===== src/rtl/core/eilc_pkg.sv =====
package eilc_pkg;

  localparam int unsigned NumLines = 16;
  localparam int unsigned NumIrq   = 7;

  // line ranges: lines 0 to SingleHi get one output each, groups A and B share one output each
  localparam int unsigned SingleHi = 4;
  localparam int unsigned GrpALo   = 5;
  localparam int unsigned GrpAHi   = 9;
  localparam int unsigned GrpBLo   = 10;
  localparam int unsigned GrpBHi   = 15;

  localparam logic [1:0] CMD_TICK  = 2'd0;
  localparam logic [1:0] CMD_WRITE = 2'd1;
  localparam logic [1:0] CMD_READ  = 2'd2;

  localparam logic [2:0] REG_INT_EN  = 3'd0;
  localparam logic [2:0] REG_EVT_EN  = 3'd1;
  localparam logic [2:0] REG_RISE_EN = 3'd2;
  localparam logic [2:0] REG_FALL_EN = 3'd3;
  localparam logic [2:0] REG_SWTRIG  = 3'd4;
  localparam logic [2:0] REG_PENDING = 3'd5;

  typedef logic [NumLines-1:0] lines_t;

  typedef struct packed {
    lines_t            read_data;
    logic [NumIrq-1:0] irq_lines;
    lines_t            event_pulses;
    lines_t            flagged_lines;
  } result_t;

endpackage


===== src/rtl/core/eilc_core.sv =====
module eilc_core (
  input  logic                 clk_i,
  input  logic                 rst_ni,
  input  logic                 accept_i,
  input  logic [1:0]           command_i,
  input  logic [2:0]           reg_select_i,
  input  eilc_pkg::lines_t     write_data_i,
  input  eilc_pkg::lines_t     pin_levels_i,
  output eilc_pkg::result_t    result_o
);

  eilc_pkg::lines_t int_en_q,  int_en_d;
  eilc_pkg::lines_t evt_en_q,  evt_en_d;
  eilc_pkg::lines_t rise_en_q, rise_en_d;
  eilc_pkg::lines_t fall_en_q, fall_en_d;
  eilc_pkg::lines_t swtrig_q,  swtrig_d;
  eilc_pkg::lines_t pending_q, pending_d;
  eilc_pkg::lines_t prev_q,    prev_d;

  eilc_pkg::lines_t hit;
  eilc_pkg::lines_t new_trig;
  eilc_pkg::lines_t events;
  eilc_pkg::lines_t rdata;
  eilc_pkg::lines_t flagged;

  always_comb begin
    int_en_d  = int_en_q;
    evt_en_d  = evt_en_q;
    rise_en_d = rise_en_q;
    fall_en_d = fall_en_q;
    swtrig_d  = swtrig_q;
    pending_d = pending_q;
    prev_d    = prev_q;
    events    = '0;
    rdata     = '0;
    hit       = (pin_levels_i & ~prev_q & rise_en_q) | (~pin_levels_i & prev_q & fall_en_q);
    new_trig  = write_data_i & ~swtrig_q;

    case (command_i)
      eilc_pkg::CMD_TICK: begin
        pending_d = pending_q | hit;
        events    = hit & evt_en_q;
        prev_d    = pin_levels_i;
      end
      eilc_pkg::CMD_WRITE: begin
        case (reg_select_i)
          eilc_pkg::REG_INT_EN:  int_en_d  = write_data_i;
          eilc_pkg::REG_EVT_EN:  evt_en_d  = write_data_i;
          eilc_pkg::REG_RISE_EN: rise_en_d = write_data_i;
          eilc_pkg::REG_FALL_EN: fall_en_d = write_data_i;
          eilc_pkg::REG_SWTRIG: begin
            // only bits going 0 to 1 fire
            pending_d = pending_q | new_trig;
            events    = new_trig & evt_en_q;
            swtrig_d  = write_data_i;
          end
          eilc_pkg::REG_PENDING: begin
            // write one to clear, trigger bit goes with it
            pending_d = pending_q & ~write_data_i;
            swtrig_d  = swtrig_q & ~write_data_i;
          end
          default: ;
        endcase
      end
      eilc_pkg::CMD_READ: begin
        case (reg_select_i)
          eilc_pkg::REG_INT_EN:  rdata = int_en_q;
          eilc_pkg::REG_EVT_EN:  rdata = evt_en_q;
          eilc_pkg::REG_RISE_EN: rdata = rise_en_q;
          eilc_pkg::REG_FALL_EN: rdata = fall_en_q;
          eilc_pkg::REG_SWTRIG:  rdata = swtrig_q;
          eilc_pkg::REG_PENDING: rdata = pending_q;
          default:               rdata = '0;
        endcase
      end
      default: ;
    endcase

    flagged = pending_d & int_en_d;
  end

  assign result_o.read_data     = rdata;
  assign result_o.event_pulses  = events;
  assign result_o.flagged_lines = flagged;
  assign result_o.irq_lines     = {
    |flagged[eilc_pkg::GrpBHi:eilc_pkg::GrpBLo],
    |flagged[eilc_pkg::GrpAHi:eilc_pkg::GrpALo],
    flagged[eilc_pkg::SingleHi:0]
  };

  always_ff @(posedge clk_i or negedge rst_ni) begin
    if (!rst_ni) begin
      int_en_q  <= '0;
      evt_en_q  <= '0;
      rise_en_q <= '0;
      fall_en_q <= '0;
      swtrig_q  <= '0;
      pending_q <= '0;
      prev_q    <= '0;
    end else if (accept_i) begin
      int_en_q  <= int_en_d;
      evt_en_q  <= evt_en_d;
      rise_en_q <= rise_en_d;
      fall_en_q <= fall_en_d;
      swtrig_q  <= swtrig_d;
      pending_q <= pending_d;
      prev_q    <= prev_d;
    end
  end

endmodule


===== src/rtl/core/eilc_out_reg.sv =====
module eilc_out_reg (
  input  logic               clk_i,
  input  logic               rst_ni,
  input  logic               load_i,
  input  eilc_pkg::result_t  result_i,
  input  logic               out_ready_i,
  output logic               out_valid_o,
  output logic               free_o,
  output eilc_pkg::result_t  result_o
);

  logic              valid_q;
  eilc_pkg::result_t data_q;

  // slot frees up in the same cycle the held item is taken
  assign free_o      = !valid_q || out_ready_i;
  assign out_valid_o = valid_q;
  assign result_o    = data_q;

  always_ff @(posedge clk_i or negedge rst_ni) begin
    if (!rst_ni) begin
      valid_q <= 1'b0;
    end else if (free_o) begin
      valid_q <= load_i;
    end
  end

  always_ff @(posedge clk_i) begin
    if (load_i) begin
      data_q <= result_i;
    end
  end

endmodule


===== src/rtl/core/external_interrupt_line_controller.sv =====
// result: registered, valid in the cycle after the item is accepted
// throughput: one item per cycle, back to back, while out_ready_i is high
// in_ready_o stays high while the single result register is empty or being drained
// reset: asynchronous, active low; all line registers, pending and last levels clear
// to zero, result register empty, so lines high on the first tick count as rising
module external_interrupt_line_controller (
  input  logic        clk_i,
  input  logic        rst_ni,
  input  logic        in_valid_i,
  output logic        in_ready_o,
  input  logic [1:0]  command_i,
  input  logic [2:0]  reg_select_i,
  input  logic [15:0] write_data_i,
  input  logic [15:0] pin_levels_i,
  output logic        out_valid_o,
  input  logic        out_ready_i,
  output logic [15:0] read_data_o,
  output logic [6:0]  irq_lines_o,
  output logic [15:0] event_pulses_o,
  output logic [15:0] flagged_lines_o
);

  logic              accept;
  logic              free;
  eilc_pkg::result_t result_d;
  eilc_pkg::result_t result_q;

  assign in_ready_o = free;
  assign accept     = in_valid_i && free;

  eilc_core u_core (
    .clk_i        (clk_i),
    .rst_ni       (rst_ni),
    .accept_i     (accept),
    .command_i    (command_i),
    .reg_select_i (reg_select_i),
    .write_data_i (write_data_i),
    .pin_levels_i (pin_levels_i),
    .result_o     (result_d)
  );

  eilc_out_reg u_out_reg (
    .clk_i       (clk_i),
    .rst_ni      (rst_ni),
    .load_i      (accept),
    .result_i    (result_d),
    .out_ready_i (out_ready_i),
    .out_valid_o (out_valid_o),
    .free_o      (free),
    .result_o    (result_q)
  );

  assign read_data_o     = result_q.read_data;
  assign irq_lines_o     = result_q.irq_lines;
  assign event_pulses_o  = result_q.event_pulses;
  assign flagged_lines_o = result_q.flagged_lines;

endmodule


===== config.mk =====
export PLATFORM = sky130hd
export DESIGN_NAME = external_interrupt_line_controller
export DESIGN_NICKNAME = d
export VERILOG_FILES = /design/src/rtl/core/eilc_pkg.sv /design/src/rtl/core/eilc_core.sv /design/src/rtl/core/eilc_out_reg.sv /design/src/rtl/core/external_interrupt_line_controller.sv
export SDC_FILE = /design/constraint.sdc
export NUM_CORES = 1
export LEC_CHECK = 0
export BUFFER_PORTS_ARGS = -buffer_cell sky130_fd_sc_hd__buf_2
export CAP_MARGIN = 40
export CORE_MARGIN = 2
export CORE_UTILIZATION = 38
export DETAILED_ROUTE_END_ITERATION = 16
export GPL_TIMING_DRIVEN = 0
export PLACE_DENSITY = 0.57
export SLEW_MARGIN = 20
export SYNTH_ARGS = -nofsm -noshare
export SYNTH_HDL_FRONTEND = slang
export SYNTH_SLANG_ARGS = --single-unit

===== constraint.sdc =====
create_clock -name clk_i -period 5 [get_ports clk_i]
set_input_delay 0.25 -clock clk_i [delete_from_list [all_inputs] [get_ports clk_i]]
set_output_delay 0.25 -clock clk_i [all_outputs]
set_load 0.02 [all_outputs]

## Word level (Yosys, flattened, before mapping)

Cells that the tools add are included.

| cells by class | value |
|---|---|
| reduce and logical (&&, ||, !) cells | 13 |
| equal/unequal tests | 7 |
| multiplexer cells | 8 |
| bitwise logic cells | 17 |

Operator list:

| cell | count |
|---|---|
| bitwise AND 16 bit | 10 |
| case mux 16 bit (2 select lines) | 4 |
| case mux 16 bit (6 select lines) | 1 |
| inverter 16 bit | 4 |
| 2-to-1 mux 16 bit | 3 |
| OR 16 bit | 3 |
| AND reduction 3 bit | 4 |
| equality test 3 x 2 -> 1 bit, second input constant | 2 |
| equality test 3 bit, second input constant | 2 |
| OR reduction 6 bit | 1 |
| OR reduction 5 bit | 1 |
| equality test 3 x 1 -> 1 bit, second input constant | 1 |
| logical NOT 3 bit | 1 |
| equality test 2 x 1 -> 1 bit, second input constant | 1 |
| equality test 2 bit, second input constant | 1 |
| logical NOT 2 bit | 1 |
| AND reduction 2 bit | 1 |
| nonzero test 2 bit | 1 |
| logical AND 1 bit | 1 |
| logical NOT 1 bit | 1 |
| logical OR 1 bit | 1 |

| storage, ports and cells | value |
|---|---|
| output and inout port bits | 57 |
| register bits after elaboration | 168 |

## Depth between registers and ports, before layout

Gate-level depths: netlist (run 1).

| depth | value |
|---|---|
| depth in word-level cells | 8 |
| gate-level depth with buffers | 8 |

## Cells and area by module

Synthesis (run 1) repeated with hierarchy kept, for this count alone.

| unflattened totals | value |
|---|---|
| cell total of the unflattened synthesis | 667 |
| area, all modules | 7,753.7 µm² |

By module, submodules not included:

| module | cells each | times used | area an instance (µm²) |
|---|---|---|---|
| eilc_core | 608 | 1 | 6,048.3 |
| eilc_out_reg | 58 | 1 | 1,699.1 |
| external_interrupt_line_controller | 1 | 1 | 6.3 |

## Worst setup path after synthesis (run 1)

Ideal clock, no wire load.

| timing path | value |
|---|---|
| path type | register -> register |
| start point | reg u_out_reg.valid_q, in the netlist u_out_reg.out_valid_o |
| end point | reg u_core.prev_q[10] |
| arrival time | 3.233 ns |
| cell stages (with the launch flop) | 7 |
| data required time | 4.875 ns |
| library setup time | 0.125 ns |
| setup slack | 1.642 ns |
| period minus slack after synthesis | 3.358 ns |
| cells stage by stage | dfrtp_1 > nand2b_1 > nand2_1 > clkinv_1 > nand2_1 > buf_2 > mux2_2 |

| between the ends | value |
|---|---|
| word-level cells in the longest chain between the ends | 4 |

Ends and longest elaborated chain:

| element | line | source |
|---|---|---|
| start: declaration | eilc_out_reg.sv:12 | `logic valid_q;` |
| start signal: assignment | eilc_out_reg.sv:24 | `valid_q <= load_i;` |
| logical NOT 1 bit | eilc_out_reg.sv:16 | `assign free_o = !valid_q \|\| out_ready_i;` |
| logical OR 1 bit | eilc_out_reg.sv:16 |  |
| via in_ready_o | external_interrupt_line_controller.sv:10 | `output logic in_ready_o,` |
| logical AND 1 bit | external_interrupt_line_controller.sv:29 | `assign accept = in_valid_i && free;` |
| via accept | external_interrupt_line_controller.sv:23 | `logic accept;` |
| AND reduction 2 bit (no source line) | n/a |  |
| end signal: assignment | eilc_core.sv:107 | `prev_q <= prev_d;` |
| end: declaration | eilc_core.sv:18 | `eilc_pkg::lines_t prev_q, prev_d;` |

The timed path passes the listed nets, and every way through them passes these cells.
A chain may end at the register's enable or synchronous reset.

## Worst setup path after layout (run 1)

| timing path | value |
|---|---|
| start point | reg u_out_reg.valid_q, in the netlist u_out_reg.out_valid_o |
| end point | reg u_core.prev_q[12] |

| between the ends | value |
|---|---|
| word-level cells in the longest chain between the ends | 4 |

Ends and longest elaborated chain:

| element | line |
|---|---|
| logical NOT 1 bit | eilc_out_reg.sv:16 |
| logical OR 1 bit | eilc_out_reg.sv:16 |
| logical AND 1 bit | external_interrupt_line_controller.sv:29 |
| via accept | external_interrupt_line_controller.sv:23 |
| AND reduction 2 bit (no source line) | n/a |

The timed path passes the listed nets, and every way through them passes these cells.

==> results by group, run 1 <==
Final layout
  • Nets: slightly below 800
  • Area of the multi-input gates: 2950 sq um
  • Register area: 4330 sq um
  • Share of cells above drive strength 1: between 20 and 30%
  • Synth-to-layout area growth: 18.1%
  • Ant diodes: 0
  • Fillers: around 1,800
  • Leading cell type in the layout, fill and taps excluded: dfrtp_1
  • Most frequent cells in the layout: dfrtp_1 (113), buf_2 (94), mux2_2 (76)
  • Cell Count, Final, Fillers Out: between 1,000 and 1,500

Logic synthesis
  • Synthesized area: 7620 sq um
  • Synth Warn #: 0
  • Post-synth EDFFs: 50
  • Synth Instances: around 630
  • Synth Area per Inst: approximately 12 sq um
  • Top FF cell, synth: dfrtp_1
  • FF+latch count, synth: 163
  • Post-Syn Nets: 670
  • Cell taking the most area after synthesis: dfrtp_1
  • Dominant cells by area after synthesis: dfrtp_1 (37%), edfxtp_1 (20%), mux2_2 (11%)
  • Seq/Total Area, Yosys: 56.8%
  • Library cells used by synthesis: 45
  • Fraction of registers with async set/reset: 69.3%
  • Area fraction of the dominant cell type after synthesis: ~37%

Global routing
  • Initial antenna violation count: 0
  • Largest net degree at the start of global routing: 60
  • Total track usage: 21.9%
  • Global-route wire length before repair: 35.2 mm
  • Number of global-route vias before repair: just over 6,000
  • Global route overflow: 0

Setup path
  • Data required, critical path: between 5 and 6 ns
  • R2R depth: 6
  • Slowest stage delay, CP: 0.58 ns
  • Critical path, cell by cell: nand2b_1 > nand2_1 > clkinv_2 > nand2_1 > buf_2 > mux2_2
  • Top delay family on crit path: buffers and inverters
  • CP startpoint kind: flip-flop
  • Crit path max-delay cell type: clkinv_2
  • Critical path buffers and inverters: 2
  • Worst r2r src: u_out_reg.out_valid_o
  • Worst setup EP type: flip-flop
  • Critical path type: reg2reg
  • CP most frequent cell: nand2_1
  • Setup slack, reg-to-reg: between 2 and 2.5 ns
  • CP Data Arrival Time: approximately 3.2 ns
  • Crit path max fanout: 25
  • R2r endpoint: u_core.prev_q[12]

Floorplan
  • Die Y: around 150 microns
  • Die W: between 100 and 150 microns
  • Initial Util: 38.9%
  • I/O Pins: 98
  • Die area: around 21,000 sq um
  • Core area: 19,600 sq um
  • FP Rows: slightly above 50

Timing
  • Fin crit share: just under 60%
  • Final Hold Violating Endpoints: 0
  • Min Clock Period, post-route: roughly 2.9 ns
  • Fin. max-slew vios: 0
  • RSZ-0062 raised after global routing: false
  • Final setup viols: 0
  • Worst slew pin tran: 0.934 ns
  • Clk_skew: about 0.008 ns
  • Max_slew headroom: 37.5%
  • Final setup TNS: 0 ns
  • Fmax: between 300 and 400 MHz

Clocking
  • Clk slew on worst S/H paths: roughly 0.06 ns
  • Clk buf depth: 2
  • CTS tree: yes
  • Clk_lat worst skew: between 0.4 and 0.5 ns
  • Total CTS buffers: 17
  • CTS sink count: 163
  • Clock root buffer master: clkbuf_16
  • Setup Buffers After CTS: 0
  • H-tree depth: 4

Routing
  • Avg WL per Cell: roughly 23 microns
  • DRC violations left: 0
  • Vias: 5,903
  • Drt pass-1 iters: 7
  • Final ANT Viol Nets: 0
  • Vias per cell: 5.82
  • Iter 0 DRT Violations: 681
  • Drt total wl: between 20 and 25 mm

Run
  • Max cap viols: 0

Pwr
  • Power Total: around 3.6 mW
  • Peak supply drop: 0.243 mV
  • Pwr dens: 400 nW/um^2
  • Leakage: roughly 3.8 nW

Place
  • Placed cells: around 980
  • Placer Congestion: a little under 0.9
  • Port Buf Inserts: 81
  • Hpwl dp: 15.3 mm

Min path
  • Worst hold path endpoint: u_out_reg.out_valid_o
  • Hold Crit Depth: 2
  • Hold path start: in_valid_i
  • Min-Delay Path Class: in2reg

Run status
  • Outcome: finished, final reports clean
## stage by stage
stage	utilization [%]	instance area (sq um)	setup slack, ns	hold WS (ns)
CTS	45.8	8970	2.04	0.0229
detailed placement	43.0	8430	1.95	0.259
floorplan	-	7620	1.64	-0.0456
finish	45.9	8990	2.09	0.0271
global route	45.9	8990	1.93	0.0251
global placement	42.6	8350	0.281	0.454
## synth_stat cells, types with 14 or more instances
| library cell | instances |
|---|---|
| clkbuf_1 | 30 |
| a31oi_1 | 20 |
| a21o_1 | 17 |
| nand2_1 | 45 |
| edfxtp_1 | 50 |
| a21oi_1 | 23 |
| o21ai_0 | 18 |
| nand3b_1 | 14 |
| dfrtp_1 | 113 |
| mux2_2 | 76 |
| a211oi_1 | 16 |
| inv_1 | 23 |
| a22oi_1 | 48 |
## cells by family after synthesis
group,share of synthesized area (%)
flops,56.8
buf+inv,4.45
simple gates,9.43
compound gates,16.9
mux,12.4
## power breakdown
group	total, mW	internal (mW)	switching, mW
Combinational	0.601	0.276	0.325
Sequential	1.78	1.62	0.163
Clock	1.21	0.687	0.526
Total	3.60	2.58	1.01
## registers in the layout, indices dropped and copies added (netlist names)
register / cells
u_core.pending_q: 16
u_core.prev_q: 16
u_core.fall_en_q: 16
u_core.int_en_q: 16
u_core.swtrig_q: 16
u_out_reg.result_o: 50
u_core.evt_en_q: 16
u_core.rise_en_q: 16
u_out_reg.out_valid_o: 1
## how the worst max path moves through the flow
stage / end / cells after the start / startpoint / slack (ns)
2_1_floorplan: u_core.prev_q[10] / 6 / u_out_reg.out_valid_o / 1.64
3_3_place_gp: u_core.prev_q[11] / 7 / out_ready_i / 0.28
5_1_grt: u_core.prev_q[13] / 6 / u_out_reg.out_valid_o / 1.93
3_5_place_dp: u_core.prev_q[8] / 7 / out_ready_i / 1.95
4_1_cts: u_core.prev_q[8] / 6 / u_out_reg.out_valid_o / 2.04
6_report: u_core.prev_q[12] / 6 / u_out_reg.out_valid_o / 2.09
## repair_timing
| item | in CTS | in global routing |
|---|---|---|
| hold buffers | 1 | 0 |
| endpoints found under the hold margin | 54 | 0 |
| resized for setup | 0 | 0 |
## cell type report
type                            count  area share, %
Buffer                             53           2.77
Clock inverter                     12           1.00
Inverter                           24           1.02
Sequential cell                   163           48.1
Clock buffer                       20           4.97
Multi-Input combinational cell    389           32.8
Timing Repair Buffer               88           5.57
Tap cell                          265           3.69
## layer usage
layer / vias to the layer above / wire [microns] / track usage [%]
li1: 2588 / - / -
met1: 2984 / 9680 / 28.1
met2: 272 / 11100 / 36.0
met3: 59 / 1710 / 5.08
met4: 0 / 678 / 9.26
met5: - / 0 / 0
(Power assumes the default switching activity.)
==> run 2: changes to the inputs <==
--- a/config.mk
+++ b/config.mk
@@ -11,7 +11,7 @@
 export CORE_UTILIZATION = 38
 export DETAILED_ROUTE_END_ITERATION = 16
 export GPL_TIMING_DRIVEN = 0
-export PLACE_DENSITY = 0.57
+export PLACE_DENSITY = 0.59
 export SLEW_MARGIN = 20
 export SYNTH_ARGS = -nofsm -noshare
 export SYNTH_HDL_FRONTEND = slang
==> constraint.sdc (replaced) <==
create_clock -name clk_i -period 2.4 [get_ports clk_i]
set_input_delay 0.12 -clock clk_i [delete_from_list [all_inputs] [get_ports clk_i]]
set_output_delay 0.12 -clock clk_i [all_outputs]
set_load 0.02 [all_outputs]
==> results by group, run 2 (synthesis gave the netlist of run 1 again) <==
Place
  • Pre-CTS setup slack: -0.518 ns (-2.47 ns)
  • Placer Congestion: 0.873 (-2.1%)
  • Cell Area, Placed: 8400 sq um (-0.34%)
  • Port Buf Inserts: 81 (unchanged)
  • Placed cells: 976 (-0.31%)
  • Hpwl dp: 15.1 mm (-1.7%)

Final layout
  • Fillers: 1,798 (-0.77%)
  • Cell Count, Final, Fillers Out: 1,029 (+1.5%)
  • Share of cells above drive strength 1: 29.5% (+0.078 points)
  • Leading cell type in the layout, fill and taps excluded: dfrtp_1
  • Max FFs per register: 50 (unchanged)
  • Synth-to-layout area growth: 20.2%
  • Most frequent cells in the layout: dfrtp_1 (113), buf_2 (92), mux2_2 (76)
  • Final Util: 46.7% (+0.85 points)
  • Final Instance Area: 9160 sq um (+1.9%)
  • Nets: 792 (+1.9%)
  • Ant diodes: 0 (unchanged)

Pwr
  • Part of the power in registers: 49.8% (+0.2 points)
  • P_sw: 2.12 mW (+110%)
  • Logic pwr share: 17.1% (+0.4 points)
  • Peak supply drop: 0.530 mV (+120%)
  • Switch share: 28.4% (+0.23 points)
  • Leakage: 3.91 nW (+2.2%)
  • Pwr dens: 814 nW/um^2 (+100%)
  • Power Total: 7.45 mW (+110%)
  • Clk pwr share: 33.1% (-0.6 points)
  • P_int: 5.33 mW (+110%)

Setup path
  • R2R depth: 6 (unchanged)
  • Data required, critical path: 2.71 ns (-2.60 ns)
  • CP startpoint kind: flip-flop
  • Worst setup EP type: flip-flop
  • CP Data Arrival Time: 2.61 ns (-0.62 ns)
  • Critical path type: reg2reg
  • Crit path max fanout: 10 (-60%)

Routing
  • Vias: 5,800 (-1.7%)
  • Drt pass-1 iters: 5 (-2)
  • Iter 0 DRT Violations: 582 (-15%)
  • DRC violations left: 0 (unchanged)
  • Avg WL per Cell: 22.2 microns (-2.7%)
  • Drt total wl: 22.9 mm (-1.3%)
  • Vias per cell: 5.64 (-3.2%)
  • Final ANT Viol Nets: 0 (unchanged)

Run
  • Max cap viols: 0 (unchanged)

Timing
  • Final setup viols: 0 (unchanged)
  • Clk_skew: 0.00406 ns (-0.00392 ns)
  • Final Hold Violating Endpoints: 0 (unchanged)
  • Final worst setup slack: 0.0994 ns (-1.99 ns)
  • Fmax: 435 MHz (+27%)
  • Fin. max-slew vios: 0 (unchanged)
  • Fin crit share: 95.9% (+38 points)
  • Min Clock Period, post-route: 2.30 ns (-0.611 ns)
  • RSZ-0062 raised after global routing: false
  • Worst-case hold slack: 0.0322 ns (+0.00503 ns)
  • Worst slew pin tran: 0.877 ns (-0.0574 ns)
  • Final setup TNS: 0 ns (unchanged)
  • Max_slew headroom: 41.6% (+4.1 points)

Global routing
  • Global-route wire length before repair: 35.3 mm (+0.23%)
  • Number of global-route vias before repair: 6,133 (-0.90%)
  • Global route overflow: 0 (unchanged)
  • Total track usage: 22.0% (+0.10 points)
  • Initial antenna violation count: 0 (unchanged)
  • Largest net degree at the start of global routing: 68 (+13%)

Min path
  • Min-Delay Path Class: in2reg
  • Hold Crit Depth: 2 (unchanged)

Clocking
  • Total CTS buffers: 17 (unchanged)
  • CTS tree: yes
  • Clk buf depth: 2 (unchanged)
  • Clk_lat worst skew: 0.43 ns (about the same)
  • Clk slew on worst S/H paths: 0.06 ns (about the same)
  • H-tree depth: 4 (unchanged)
  • Clock root buffer master: clkbuf_16
  • CTS sink count: 163 (unchanged)

Floorplan
  • Core area: 19,600 sq um (unchanged)
  • I/O Pins: 98 (unchanged)
  • FP Rows: 51 (unchanged)
  • Die area: 21,200 sq um (unchanged)
  • Die W: 146 microns (unchanged)
  • Initial Util: 38.9% (unchanged)
  • Die Y: 146 microns (unchanged)

Run status
  • Outcome: finished, final reports clean
[run 2: cell types whose count changed in the layout (fill, tap and decap cells not counted), moves of 2 or more]
cell and delta:
clkinv_1 -4, dlygate4sd3_1 +17, nand2_1 -2, clkbuf_2 +3, buf_2 -2, nand2_2 +2, inv_4 +2
[run 2: path summary, 6_finish.rpt]
check / startpoint / end / slack, ns
worst max-delay path: u_out_reg.out_valid_o / u_core.evt_en_q[12] / 0.1
worst min-delay path: command_i[1] / u_out_reg.result_o[30] / 0.03
worst max register to register: u_out_reg.out_valid_o / u_core.evt_en_q[12] / 0.1
worst min register to register: u_core.int_en_q[14] / u_core.int_en_q[14] / 0.52
max in group asynchronous: rst_ni / u_core.rise_en_q[2] / 1.51
min in group asynchronous: rst_ni / u_core.prev_q[11] / 0.18
[run 2: final cells by class]
| class | instances | area (sq um) | share of cell area, % |
|---|---|---|---|
| repair inverters | 1 | 8.76 | 0.0956 |
| flip-flops and latches | 163 | 4330 | 47.3 |
| clock buffers | 23 | 468 | 5.11 |
| plain buffers | 53 | 255 | 2.79 |
| inverters | 24 | 103 | 1.12 |
| repair buffers | 102 | 634 | 6.93 |
| clock inverters | 9 | 55.1 | 0.601 |
| multi-input cells | 389 | 2970 | 32.5 |
| well taps | 265 | 332 | 3.62 |
[run 2: per-layer routing]
metal | share of wire, % | GRT usage [%] | wire length (microns)
met2 | 48 | 35.7 | 11100
met1 | 42 | 27.7 | 9520
met3 | 6.8 | 5.64 | 1560
met5 | 0 | 0 | 0
met4 | 3.3 | 10.4 | 746
[run 2: repair_timing]
item	in CTS	in global routing
gates resized for setup	6	5
endpoints found under the setup margin	54	22
endpoints found under the hold margin	63	0
gates cloned	0	1
setup buffers	0	0
hold buffers	18	0
[run 2: power groups by stage]
| stage | combinational (mW) | sequential (mW) | clock, mW |
|---|---|---|---|
| 2_1_floorplan | 0.805 | 3.73 | 0 |
| 3_3_place_gp | 1.18 | 3.71 | 0 |
| 3_5_place_dp | 1.24 | 3.75 | 0 |
| 4_1_cts | 1.27 | 3.70 | 2.50 |
| 5_1_grt | 1.40 | 3.77 | 2.63 |
| 6_report | 1.28 | 3.71 | 2.46 |
[run 2: worst max-delay path, stage by stage (launching register included)]
cell      delay [ns]
dfrtp_1         0.34
nand2b_1        0.10
nand2_2         0.38
nor2_1          0.13
nand2_1         0.40
buf_2           0.44
mux2_2          0.39
